File: config.mk
export PLATFORM = sky130hd
export DESIGN_NAME = rle_sprite_clipped_blit
export DESIGN_NICKNAME = d
export VERILOG_FILES = /design/src/rtl/core/rscb_pkg.sv /design/src/rtl/core/rle_sprite_clipped_blit.sv /design/src/rtl/core/rscb_front.sv /design/src/rtl/core/rscb_queue.sv /design/src/rtl/core/rscb_back.sv
export SDC_FILE = /design/constraint.sdc
export NUM_CORES = 2
export LEC_CHECK = 0
export BUFFER_PORTS_ARGS = -buffer_cell sky130_fd_sc_hd__buf_2
export CORE_UTILIZATION = 50
export DETAILED_ROUTE_END_ITERATION = 6
export HOLD_SLACK_MARGIN = 0.06
export PLACE_DENSITY = 0.73
export SYNTH_ARGS = -nofsm -noshare
export SYNTH_HDL_FRONTEND = slang
export SYNTH_HIERARCHICAL = 1
export SYNTH_SLANG_ARGS = --single-unit
File: constraint.sdc
create_clock -name clock -period 16.75 [get_ports clock]
set_input_delay 3.35 -clock clock [delete_from_list [all_inputs] [get_ports clock]]
set_output_delay 3.35 -clock clock [all_outputs]
set_load 0.005 [all_outputs]
File: src/rtl/core/rscb_pkg.sv
`timescale 1ns / 1ps
`default_nettype none
// ----------------------------------------------------------------------------
// rscb_pkg
// Shared constants, register indexes and types of the clipped sprite blitter.
// ----------------------------------------------------------------------------
package rscb_pkg;

   localparam int COORD_BITS     = 13;
   localparam int COUNT_BITS     = 24;
   localparam int POS_BITS       = COORD_BITS - 1;
   localparam int PITCH_BITS     = 14;
   localparam int ADDR_BITS      = 32;
   localparam int PIX_BITS       = 8;
   localparam int HDR_BITS       = 3;
   localparam int HEADER_BYTES   = 4;
   localparam int INDEX_BITS     = COUNT_BITS + 1;
   localparam int Y_BITS         = COUNT_BITS + 2;
   localparam int PROD_BITS      = COORD_BITS + PITCH_BITS;
   localparam int QUEUE_DEPTH    = 4;
   localparam int QPTR_BITS      = 2;
   localparam int CSR_INDEX_BITS = 3;
   localparam int CSR_DATA_BITS  = 32;

   localparam logic [PIX_BITS-1:0]   SKIP_MARK        = 8'h80;
   localparam logic [COORD_BITS-1:0] MAX_SPRITE_WIDTH = COORD_BITS'(1) << POS_BITS;
   localparam logic [COUNT_BITS-1:0] ROW_MAX          = '1;

   typedef enum logic [CSR_INDEX_BITS-1:0] {
      CSR_SPRITE_WIDTH = 3'd0,
      CSR_PIXEL_TOTAL  = 3'd1,
      CSR_DEST_PITCH   = 3'd2,
      CSR_OFFSET_X     = 3'd3,
      CSR_OFFSET_Y     = 3'd4,
      CSR_CLIP_WIDTH   = 3'd5,
      CSR_CLIP_HEIGHT  = 3'd6,
      CSR_DEST_BASE    = 3'd7
   } csr_index_type;

   typedef struct packed {
      logic [COORD_BITS-1:0] sprite_width;
      logic [COUNT_BITS-1:0] pixel_total;
      logic [PITCH_BITS-1:0] dest_pitch;
      logic [COORD_BITS-1:0] offset_x;
      logic [COORD_BITS-1:0] offset_y;
      logic [COORD_BITS-1:0] clip_width;
      logic [COORD_BITS-1:0] clip_height;
      logic [ADDR_BITS-1:0]  dest_base;
   } cfg_type;

   // One classified byte on its way to the address stage.
   typedef struct packed {
      logic                  we;
      logic [COORD_BITS-1:0] x;
      logic [COORD_BITS-1:0] y;
      logic [PIX_BITS-1:0]   pix;
      logic                  done;
   } item_type;

   typedef struct packed {
      logic full;
      logic not_empty;
   } queue_status_type;

endpackage
`default_nettype wire

File: src/rtl/core/rle_sprite_clipped_blit.sv
`timescale 1ns / 1ps
`default_nettype none
// ----------------------------------------------------------------------------
// rle_sprite_clipped_blit
// Clipped blit of a run-length coded sprite, one coded byte per request.
// ----------------------------------------------------------------------------
// Each request carries one coded sprite byte and gives exactly one response
// with the write enable, destination address, pixel and end-of-image flag.
// The block takes one byte per clock cycle in steady state: the decoder
// updates its header, run and position counters in the cycle the request is
// accepted and hands the byte to a four-entry queue; the address stage forms
// row times pitch in one register stage and adds base and column in the
// output register, so a response passes the queue, the product register and
// the output register, in that order. The request side stalls only when the
// queue is full, which happens when the response side has been stalled.
// Registers are written through the csr port, which is always ready, and
// should be changed only while no request is in flight.
// ----------------------------------------------------------------------------
module rle_sprite_clipped_blit
   import rscb_pkg::*;
(
   input  wire logic                      clock,
   input  wire logic                      reset,

   input  wire logic                      req_valid,
   output logic                           req_stall,
   input  wire logic [PIX_BITS-1:0]       req_rle_byte,
   input  wire logic                      req_start_of_image,

   output logic                           rsp_valid,
   input  wire logic                      rsp_stall,
   output logic                           rsp_write_enable,
   output logic [ADDR_BITS-1:0]           rsp_write_address,
   output logic [PIX_BITS-1:0]            rsp_pixel_value,
   output logic                           rsp_image_done,

   input  wire logic                      csr_valid,
   output logic                           csr_ready,
   input  wire logic [CSR_INDEX_BITS-1:0] csr_index,
   input  wire logic [CSR_DATA_BITS-1:0]  csr_wdata
);

   cfg_type          cfg_ff;
   queue_status_type status;
   item_type         front_item;
   item_type         head_item;
   logic             accept;
   logic             pop;
   csr_index_type    csr_sel;

   assign csr_ready = 1'b1;
   assign csr_sel   = csr_index_type'(csr_index);
   assign req_stall = status.full;
   assign accept    = req_valid && !req_stall;

   always_ff @(posedge clock) begin
      if (reset) begin
         cfg_ff.sprite_width <= COORD_BITS'(1);
         cfg_ff.pixel_total  <= '0;
         cfg_ff.dest_pitch   <= PITCH_BITS'(1);
         cfg_ff.offset_x     <= '0;
         cfg_ff.offset_y     <= '0;
         cfg_ff.clip_width   <= '0;
         cfg_ff.clip_height  <= '0;
         cfg_ff.dest_base    <= '0;
      end else if (csr_valid && csr_ready) begin
         unique case (csr_sel)
            CSR_SPRITE_WIDTH: cfg_ff.sprite_width <= csr_wdata[COORD_BITS-1:0];
            CSR_PIXEL_TOTAL:  cfg_ff.pixel_total  <= csr_wdata[COUNT_BITS-1:0];
            CSR_DEST_PITCH:   cfg_ff.dest_pitch   <= csr_wdata[PITCH_BITS-1:0];
            CSR_OFFSET_X:     cfg_ff.offset_x     <= csr_wdata[COORD_BITS-1:0];
            CSR_OFFSET_Y:     cfg_ff.offset_y     <= csr_wdata[COORD_BITS-1:0];
            CSR_CLIP_WIDTH:   cfg_ff.clip_width   <= csr_wdata[COORD_BITS-1:0];
            CSR_CLIP_HEIGHT:  cfg_ff.clip_height  <= csr_wdata[COORD_BITS-1:0];
            CSR_DEST_BASE:    cfg_ff.dest_base    <= csr_wdata[ADDR_BITS-1:0];
            default:          cfg_ff.dest_base    <= cfg_ff.dest_base;
         endcase
      end
   end

   rscb_front u_front (
      .clock          (clock),
      .reset          (reset),
      .cfg            (cfg_ff),
      .accept         (accept),
      .rle_byte       (req_rle_byte),
      .start_of_image (req_start_of_image),
      .item           (front_item)
   );

   rscb_queue u_queue (
      .clock     (clock),
      .reset     (reset),
      .push      (accept),
      .push_item (front_item),
      .pop       (pop),
      .head_item (head_item),
      .status    (status)
   );

   rscb_back u_back (
      .clock             (clock),
      .reset             (reset),
      .cfg               (cfg_ff),
      .status            (status),
      .head_item         (head_item),
      .pop               (pop),
      .rsp_valid         (rsp_valid),
      .rsp_stall         (rsp_stall),
      .rsp_write_enable  (rsp_write_enable),
      .rsp_write_address (rsp_write_address),
      .rsp_pixel_value   (rsp_pixel_value),
      .rsp_image_done    (rsp_image_done)
   );

endmodule
`default_nettype wire

File: src/rtl/core/rscb_front.sv
`timescale 1ns / 1ps
`default_nettype none
// ----------------------------------------------------------------------------
// rscb_front
// Decoder: tracks header, runs and sprite position, and classifies each byte.
// ----------------------------------------------------------------------------
module rscb_front
   import rscb_pkg::*;
(
   input  wire logic                clock,
   input  wire logic                reset,
   input  wire cfg_type             cfg,
   input  wire logic                accept,
   input  wire logic [PIX_BITS-1:0] rle_byte,
   input  wire logic                start_of_image,
   output item_type                 item
);

   logic [HDR_BITS-1:0]   header_left_ff, header_left_in;
   logic [PIX_BITS-1:0]   literal_left_ff, literal_left_in;
   logic [INDEX_BITS-1:0] pixel_index_ff, pixel_index_in;
   logic [POS_BITS-1:0]   sprite_column_ff, sprite_column_in;
   logic [COUNT_BITS-1:0] sprite_row_ff, sprite_row_in;
   logic                  finished_ff, finished_in;

   logic [HDR_BITS-1:0]   hl;
   logic [PIX_BITS-1:0]   ll;
   logic [INDEX_BITS-1:0] pi;
   logic [POS_BITS-1:0]   col;
   logic [COUNT_BITS-1:0] row;
   logic                  fin;

   logic [COORD_BITS-1:0] width_eff;
   logic [PIX_BITS-1:0]   adv_n;
   logic [INDEX_BITS-1:0] pi_adv;
   logic [COORD_BITS-1:0] col_sum;
   logic [COORD_BITS-1:0] col_wrap;
   logic [POS_BITS-1:0]   col_adv;
   logic [COUNT_BITS-1:0] row_adv;
   logic                  adv_end;
   logic [COORD_BITS:0]   x_pos;
   logic [Y_BITS-1:0]     y_pos;
   logic                  x_visible;
   logic                  is_skip;

   always_comb begin
      // A start marker restarts decoding before this byte is handled.
      hl  = start_of_image ? HDR_BITS'(HEADER_BYTES) : header_left_ff;
      ll  = start_of_image ? '0 : literal_left_ff;
      pi  = start_of_image ? '0 : pixel_index_ff;
      col = start_of_image ? '0 : sprite_column_ff;
      row = start_of_image ? '0 : sprite_row_ff;
      fin = start_of_image ? 1'b0 : finished_ff;

      if (cfg.sprite_width == '0) begin
         width_eff = COORD_BITS'(1);
      end else if (cfg.sprite_width > MAX_SPRITE_WIDTH) begin
         width_eff = MAX_SPRITE_WIDTH;
      end else begin
         width_eff = cfg.sprite_width;
      end

      // Inside a literal run the position moves by one, on a skip by the count.
      adv_n   = (ll != '0) ? PIX_BITS'(1) : {1'b0, rle_byte[PIX_BITS-2:0]};
      pi_adv  = pi + INDEX_BITS'(adv_n);
      col_sum = {1'b0, col} + COORD_BITS'(adv_n);
      row_adv = row;
      col_wrap = col_sum;
      if (col_sum >= width_eff) begin
         col_wrap = col_sum - width_eff;
         if (row != ROW_MAX) begin
            row_adv = row + COUNT_BITS'(1);
         end
         if (col_wrap >= width_eff) begin
            col_wrap = '0;
         end
      end
      col_adv = col_wrap[POS_BITS-1:0];
      adv_end = pi_adv >= {1'b0, cfg.pixel_total};

      x_pos = {2'b00, col} + {cfg.offset_x[COORD_BITS-1], cfg.offset_x};
      y_pos = {2'b00, row} + {{(Y_BITS-COORD_BITS){cfg.offset_y[COORD_BITS-1]}},
                              cfg.offset_y};
      x_visible = !x_pos[COORD_BITS] && (x_pos[COORD_BITS-1:0] < cfg.clip_width);
      is_skip = rle_byte[PIX_BITS-1] &&
                ((COORD_BITS+1)'(rle_byte) <=
                 ((COORD_BITS+1)'(SKIP_MARK) + (COORD_BITS+1)'(width_eff)));

      header_left_in   = hl;
      literal_left_in  = ll;
      pixel_index_in   = pi;
      sprite_column_in = col;
      sprite_row_in    = row;
      finished_in      = fin;
      item.we          = 1'b0;

      if (!fin) begin
         if (hl != '0) begin
            header_left_in = hl - HDR_BITS'(1);
            if (hl == HDR_BITS'(1) && pi >= {1'b0, cfg.pixel_total}) begin
               finished_in = 1'b1;
            end
         end else if (ll != '0) begin
            if (x_visible && !y_pos[Y_BITS-1] &&
                y_pos[Y_BITS-2:0] >= (Y_BITS-1)'(cfg.clip_height)) begin
               // Reaching the rows below the window ends the image.
               finished_in = 1'b1;
            end else begin
               item.we          = x_visible && !y_pos[Y_BITS-1];
               pixel_index_in   = pi_adv;
               sprite_column_in = col_adv;
               sprite_row_in    = row_adv;
               literal_left_in  = ll - PIX_BITS'(1);
               if (ll == PIX_BITS'(1) && adv_end) begin
                  finished_in = 1'b1;
               end
            end
         end else if (pi >= {1'b0, cfg.pixel_total}) begin
            finished_in = 1'b1;
         end else if (is_skip) begin
            pixel_index_in   = pi_adv;
            sprite_column_in = col_adv;
            sprite_row_in    = row_adv;
            finished_in      = adv_end;
         end else begin
            literal_left_in = rle_byte;
         end
      end

      item.x    = x_pos[COORD_BITS-1:0];
      item.y    = y_pos[COORD_BITS-1:0];
      item.pix  = rle_byte;
      item.done = finished_in;
   end

   always_ff @(posedge clock) begin
      if (reset) begin
         header_left_ff   <= HDR_BITS'(HEADER_BYTES);
         literal_left_ff  <= '0;
         pixel_index_ff   <= '0;
         sprite_column_ff <= '0;
         sprite_row_ff    <= '0;
         finished_ff      <= 1'b0;
      end else if (accept) begin
         header_left_ff   <= header_left_in;
         literal_left_ff  <= literal_left_in;
         pixel_index_ff   <= pixel_index_in;
         sprite_column_ff <= sprite_column_in;
         sprite_row_ff    <= sprite_row_in;
         finished_ff      <= finished_in;
      end
   end

endmodule
`default_nettype wire

File: src/rtl/core/rscb_queue.sv
`timescale 1ns / 1ps
`default_nettype none
// ----------------------------------------------------------------------------
// rscb_queue
// Short queue of classified bytes between the decoder and the address stage.
// ----------------------------------------------------------------------------
module rscb_queue
   import rscb_pkg::*;
(
   input  wire logic       clock,
   input  wire logic       reset,
   input  wire logic       push,
   input  wire item_type   push_item,
   input  wire logic       pop,
   output item_type        head_item,
   output queue_status_type status
);

   item_type               entry_ff [QUEUE_DEPTH];
   logic [QPTR_BITS-1:0]   wr_ptr_ff;
   logic [QPTR_BITS-1:0]   rd_ptr_ff;
   logic [QPTR_BITS:0]     count_ff;

   assign head_item        = entry_ff[rd_ptr_ff];
   assign status.full      = (count_ff == (QPTR_BITS+1)'(QUEUE_DEPTH));
   assign status.not_empty = (count_ff != '0);

   always_ff @(posedge clock) begin
      if (push) begin
         entry_ff[wr_ptr_ff] <= push_item;
      end
   end

   always_ff @(posedge clock) begin
      if (reset) begin
         wr_ptr_ff <= '0;
         rd_ptr_ff <= '0;
         count_ff  <= '0;
      end else begin
         if (push) begin
            wr_ptr_ff <= wr_ptr_ff + QPTR_BITS'(1);
         end
         if (pop) begin
            rd_ptr_ff <= rd_ptr_ff + QPTR_BITS'(1);
         end
         if (push && !pop) begin
            count_ff <= count_ff + (QPTR_BITS+1)'(1);
         end else if (pop && !push) begin
            count_ff <= count_ff - (QPTR_BITS+1)'(1);
         end
      end
   end

`ifndef ASSERT_OFF
   a_no_overflow: assert property (@(posedge clock) disable iff (reset)
      status.full && !pop |-> !push)
      else $error("request pushed into a full queue");

   a_no_underflow: assert property (@(posedge clock) disable iff (reset)
      pop |-> status.not_empty)
      else $error("pop from an empty queue");

   a_count_bound: assert property (@(posedge clock) disable iff (reset)
      count_ff <= (QPTR_BITS+1)'(QUEUE_DEPTH))
      else $error("queue count past its depth");
`endif

endmodule
`default_nettype wire

File: src/rtl/core/rscb_back.sv
`timescale 1ns / 1ps
`default_nettype none
// ----------------------------------------------------------------------------
// rscb_back
// Address stage: row times pitch, then base and column added, output register.
// ----------------------------------------------------------------------------
module rscb_back
   import rscb_pkg::*;
(
   input  wire logic                  clock,
   input  wire logic                  reset,
   input  wire cfg_type               cfg,
   input  wire queue_status_type      status,
   input  wire item_type              head_item,
   output logic                       pop,
   output logic                       rsp_valid,
   input  wire logic                  rsp_stall,
   output logic                       rsp_write_enable,
   output logic [ADDR_BITS-1:0]       rsp_write_address,
   output logic [PIX_BITS-1:0]        rsp_pixel_value,
   output logic                       rsp_image_done
);

   logic                   s1_valid_ff;
   logic                   s1_we_ff;
   logic [PROD_BITS-1:0]   s1_prod_ff;
   logic [COORD_BITS-1:0]  s1_x_ff;
   logic [PIX_BITS-1:0]    s1_pix_ff;
   logic                   s1_done_ff;

   logic                   rsp_valid_ff;
   logic                   rsp_we_ff;
   logic [ADDR_BITS-1:0]   rsp_addr_ff, rsp_addr_in;
   logic [PIX_BITS-1:0]    rsp_pix_ff;
   logic                   rsp_done_ff;

   logic                   out_adv;
   logic                   s1_load;

   assign out_adv = !rsp_valid_ff || !rsp_stall;
   assign s1_load = !s1_valid_ff || out_adv;
   assign pop     = status.not_empty && s1_load;

   assign rsp_addr_in = cfg.dest_base + ADDR_BITS'(s1_prod_ff) + ADDR_BITS'(s1_x_ff);

   always_ff @(posedge clock) begin
      if (s1_load) begin
         s1_we_ff   <= head_item.we;
         s1_prod_ff <= PROD_BITS'(head_item.y) * PROD_BITS'(cfg.dest_pitch);
         s1_x_ff    <= head_item.x;
         s1_pix_ff  <= head_item.pix;
         s1_done_ff <= head_item.done;
      end
      if (out_adv) begin
         rsp_we_ff   <= s1_we_ff;
         rsp_addr_ff <= s1_we_ff ? rsp_addr_in : '0;
         rsp_pix_ff  <= s1_we_ff ? s1_pix_ff : '0;
         rsp_done_ff <= s1_done_ff;
      end
   end

   always_ff @(posedge clock) begin
      if (reset) begin
         s1_valid_ff  <= 1'b0;
         rsp_valid_ff <= 1'b0;
      end else begin
         if (s1_load) begin
            s1_valid_ff <= pop;
         end
         if (out_adv) begin
            rsp_valid_ff <= s1_valid_ff;
         end
      end
   end

   assign rsp_valid         = rsp_valid_ff;
   assign rsp_write_enable  = rsp_we_ff;
   assign rsp_write_address = rsp_addr_ff;
   assign rsp_pixel_value   = rsp_pix_ff;
   assign rsp_image_done    = rsp_done_ff;

`ifndef ASSERT_OFF
   a_idle_write_zero: assert property (@(posedge clock) disable iff (reset)
      rsp_valid_ff && !rsp_we_ff |-> rsp_addr_ff == '0 && rsp_pix_ff == '0)
      else $error("address or pixel nonzero on a request without a write");

   a_s1_holds: assert property (@(posedge clock) disable iff (reset)
      s1_valid_ff && !out_adv |=> s1_valid_ff && $stable(s1_prod_ff))
      else $error("product stage changed while the output was stalled");

   a_pop_fills_s1: assert property (@(posedge clock) disable iff (reset)
      pop |=> s1_valid_ff)
      else $error("popped request lost before the product stage");
`endif

endmodule
`default_nettype wire
* Word-level counts from Yosys, hierarchy flattened *
Memory sizes are Yosys's and may differ from the RTL's. A register that Yosys moved wholly into a read port is not among the register bits.
Index checks and enable logic that the tools add are counted.
Widths: inputs -> output; s select.

cells by class
  add/subtract/negate cells = 15
  $mul = 1
  divide/modulo/power cells = 0
  order comparisons = 8
  equality and inequality tests = 11
  shift-type cells = 0
  multiplexer cells = 57
  bitwise logic cells = 0
  reductions and logical operators = 34

operators with widths
  cell                   number
  $mux 24                9
  $mux 25                7
  $mux 12                9
  $mux 8                 7
  $ge 25x24->1           2
  $add 32x13->32         1
  $add 32x27->32         1
  $mul 13x14->27         1
  $add 25x13->26         1
  $ge 13x13->1           2
  $mux 13                2
  $add 25x8->25          1
  $ge 25x13->1           1
  $add 24x1->24 const B  1
  $ne 24x24->1 const B   1
  $reduce_and 2->1       8
  $eq 3x3->1 const B     5
  $mux 1                 15
  $mux 3                 5
  $add 13x13->14         1
  $add 8x13->14 const A  1
  $le 8x14->1            1
  $add 12x7->13          1
  $gt 13x13->1 const B   1
  other kinds (19)       42

word-level totals
  register bits = 309
  bits in latches = 0
  RAM bits = 144
  ROM bits = 0
  input bits = 49
  output and inout bits = 45
  logic and storage cells = 155
  memories kept = 1

memory list
  memory            depth  bits a word  rd ports  clocked after Yosys merged registers in  write ports  line              RTL
  u_queue.entry_ff  4      36           1         1                                        1            rscb_queue.sv:19  item_type entry_ff [QUEUE_DEPTH];

* Depth between registers and ports, before layout *
  word-level depth = 13
  gate-level depth with buffers = 34
  depth with buffers taken out = 30

* Cells and area by module *
Netlist, hierarchy kept.

modules (own cells, without submodules)
  module                   instances  cells each  area each (um2)  seq. area each (um2)
  rscb_back                1          1139        11209.5          2802.7
  rscb_front               1          1423        10422.5          1461.4
  rscb_queue               1          232         5679.2           4504.3
  rle_sprite_clipped_blit  1          501         5454.0           2702.6

* Worst setup path after synthesis *
No wires, ideal clock.

  kind = input to register
  from = input port req_start_of_image
  to = register u_front.sprite_row_ff[8]
  arrival time = 10507 ps
  required time = 16629 ps
  setup slack = 6122 ps
  stages on the path = 32
  cells stage by stage = clkbuf_1 -> clkbuf_1 -> clkbuf_1 -> buf_1 -> clkbuf_1 -> buf_1 -> clkbuf_1 -> nor2b_1 -> ha_1 -> fa_1 -> a211oi_1 -> o21bai_1 -> nor4_1 -> a21oi_1 -> a21oi_1 -> o21bai_1 -> a21oi_1 -> o21bai_1 -> xnor2_1 -> ha_1 -> and4_1 -> nand3_1 -> nor3_1 -> a211oi_1 -> o311ai_0 -> or4_1 -> or4_4 -> o21bai_4 -> nand3_2 -> buf_2 -> nor4b_2 -> mux2_2

RTL lines
  item                  line                           RTL
  from (decl)           rle_sprite_clipped_blit.sv:28  input wire logic req_start_of_image,
  to (signal assigned)  rscb_front.sv:149              sprite_row_ff <= sprite_row_in;
  to (decl)             rscb_front.sv:23               logic [COUNT_BITS-1:0] sprite_row_ff, sprite_row_in;

==> run metrics <==
Horiz. Die Dim 258 µm; Slew Viols, Final 0; clk_lat worst skew 610 ps; row count 93; Rel. slew slack 21.5%; outcome finished clean; Placer Congestion 0.912; ant diodes 0; vias per inst 5.78; share of cells above drive strength 1 7.94%; CTS max path bufs 3; DRT Pass-1 Iters 5; crit end category register; final setup skew 29.9 ps; DRC 0; Req. time, crit path 17020 ps; Post-Route WL 78700 µm; wire per inst 18.8 µm; Seq/Total Area, Yosys 35.0%; worst slack at placement 5720 ps; CTS root buf clkbuf_16; setup bufs post-CTS 0; Nets 3765; CTS tree built; CORE AREA 0.0646 mm²; unique cell type count in the Yosys netlist 98; PortBufs 92; io pins 94; # resized after CTS 0; switching share of power 33.3%; WS Path Type input pin to register; Synth Cell Area 0.0328 mm²; clock sink total 455; first-pass GRT wire length 125000 µm; Tot Pwr 3.60 mW; GRT overflow 0; Initial Utilization 50.7%; via count of the first global-routing pass 23300; Non-Filler Instances 4180; area delta synth->final 7.71%; final setup violation count 0; die height 258 µm; CP arrival 11010 ps; prevailing post-synth register cell edfxtp_1; Routed Antenna Nets 0; full die area 0.0666 mm²; Post-Syn Nets 3775; FMAX 93.1 MHz; switching power 1.20 mW; # H-tree levels 2; initial antenna violation count 3; pin count of the biggest net entering global routing 97; Peak VDD IR 0.104 mV; max_cap viols 0; Critical Path Fanout Max 47; initial detailed-routing violation count 1943; clock share of power 30.7%; Hold WC Path Type register to register; Comb pwr share 30.4%; Int Pwr 2.40 mW; register share of total power 38.8%; crit path time final 10740 ps; EDFF count, synth 236; Post-DP HPWL 58800 µm; Post-Syn Instances 3295; clock transition at the registers of the reported paths 60 ps; fill count 5580; fin util 54.6%; placed cells 4090; Fin. Hold Viols 0; Setup WS post-layout 6010 ps; Fin Setup TNS 0 ps; pwr dens 102 mW/mm²; DR vias 24200; period utilization 64.1%; Seq cells post-synth 455; Leak 15.5 nW; Avg Synthesized Cell Area 9.94 µm²; CTS Hold Buffers Added 0; Global Route Usage Sum 23.5%; CTS Buf Count 48; yosys warns 6; critical path startpoint category input pin; worst slew pin tran 1170 ps; async set-or-reset flop fraction in the synthesized netlist 0%; unrepaired setup endpoints after global routing no
[stage by stage]
| stage | hold WS [ps] | area [µm²] |
|---|---|---|
| 2_1_floorplan | 400 | 32800 |
| 3_3_place_gp | 429 | 33700 |
| 3_5_place_dp | 441 | 33700 |
| 4_1_cts | 459 | 35300 |
| 5_1_grt | 459 | 35300 |
| 6_report | 460 | 35300 |
[registers in the layout (all words and copies together), names as in the netlist, 2 cells and up, named ones only]
name / cells
u_front/pixel_index_ff: 25
u_back/rsp_write_address: 32
u_queue/wr_ptr_ff: 2
u_queue/rd_ptr_ff: 2
u_front/header_left_ff: 3
u_back/s1_x_ff: 13
u_back/rsp_pixel_value: 8
u_queue/count_ff: 3
u_front/sprite_row_ff: 24
u_back/s1_prod_ff: 27
u_queue/entry_ff: 144
cfg_ff: 135
u_front/sprite_column_ff: 12
u_front/literal_left_ff: 8
u_back/s1_pix_ff: 8
[cell usage in the layout (no fill, tap or decap), types with 30 or more instances in the layout]
cell type | netlist | routed
nand4_1 | 37 | 37
nand3_1 | 66 | 65
nand2_1 | 271 | 270
mux2i_1 | 142 | 142
and2_1 | 141 | 137
nor3_1 | 31 | 31
inv_1 | 304 | 304
a21oi_1 | 174 | 174
ha_1 | 281 | 281
xor2_1 | 38 | 38
a21o_1 | 41 | 41
clkbuf_16 | 0 | 48
o21ai_0 | 110 | 110
buf_2 | 28 | 91
nor2b_1 | 82 | 81
xnor2_1 | 80 | 80
nor2_1 | 133 | 133
dfxtp_1 | 219 | 218
nand2b_1 | 184 | 184
edfxtp_1 | 236 | 236
mux4_2 | 30 | 30
fa_1 | 150 | 150
[synth_stat cells (21+ instances only)]
master,count,area share (%)
nand4_1,37,0.71
nor3_1,31,0.47
o21ai_0,110,1.7
nor2_1,133,1.5
o211ai_1,23,0.53
inv_1,304,3.5
ha_1,281,11
mux2i_1,142,4.3
xnor2_1,80,2.1
buf_2,28,0.43
fa_1,150,9.2
nand3_1,66,1.0
nand2_1,271,3.1
nor2b_1,82,1.6
edfxtp_1,236,22
and2_1,141,2.7
nand2b_1,184,3.5
mux4_2,30,2.1
xor2_1,38,1.0
a21oi_1,174,2.7
clkbuf_1,105,1.2
dfxtp_1,219,13
a31oi_1,23,0.44
a22o_1,21,0.56
a21o_1,41,0.94
[area by class of cell]
class | instances | area [µm²] | share of cell area (%)
Tap cell | 855 | 1070 | 3.03
Sequential cell | 455 | 11500 | 32.5
Clock inverter | 37 | 408 | 1.16
Multi-Input combinational cell | 2368 | 19400 | 54.9
Clock buffer | 53 | 1230 | 3.49
Timing Repair Buffer | 107 | 579 | 1.64
Inverter | 305 | 1140 | 3.24
[cell families after synthesis]
logic type      Yosys count  share of synthesized area, %
buf+inv                 472                          5.92
mux                     189                          7.26
simple gates           1061                          17.4
xor+xnor                118                          3.15
fa+ha+maj               431                          19.9
other cells               1                        0.0114
compound gates          568                          11.3
flops                   455                          35.0
[final timing paths]
check / depth (start not counted) / to / startpoint / slack (ps)
setup / recovery: 27 / u_queue/entry_ff[2][0]$_DFFE_PP_ / req_start_of_image / 6010
hold / removal: 0 / u_back/rsp_image_done$_DFFE_PP_ / u_back/s1_done_ff$_DFFE_PN_ / 460
setup reg to reg: 23 / u_queue/entry_ff[2][0]$_DFFE_PP_ / u_front/literal_left_ff[6]$_SDFFE_PP0P_ / 9530
hold reg to reg: 0 / u_back/rsp_image_done$_DFFE_PP_ / u_back/s1_done_ff$_DFFE_PN_ / 460
[power groups by stage]
stage	registers (mW)	logic (mW)	clock network [mW]
floorplan	1.40	0.827	0
global placement	1.42	1.08	0
detailed placement	1.42	1.09	0
CTS	1.40	1.10	1.12
global route	1.41	1.22	1.17
finish	1.40	1.10	1.11
[routing by layer]
layer  vias to the layer above  share of wire (%)  global-route usage (%)
li1                      11500                  -                       -
met2                       735                 45                    37.2
met1                     11800                 47                    33.6
met5                         -              0.017                       0
met4                         2                2.4                    6.59
met3                       132                5.9                    3.12
[worst max-delay path, stage by stage]
cell	delay, ps
buf_2	80
buf_4	410
clkinv_1	630
nand2_1	340
ha_1	420
o211a_1	680
nand2_1	230
xnor2_1	210
ha_1	260
a21oi_1	50
o21ai_0	100
a22oi_1	100
or3_1	440
a21oi_1	270
nand2_1	220
or3_1	420
a21oi_1	220
ha_1	280
a21o_1	170
a21oi_1	150
nor2_1	60
a2111oi_0	320
o21bai_1	120
a2111oi_0	760
a2111oi_0	200
o31ai_1	270
nand2_1	200
Note: power is estimated with default switching activity, not from simulation.
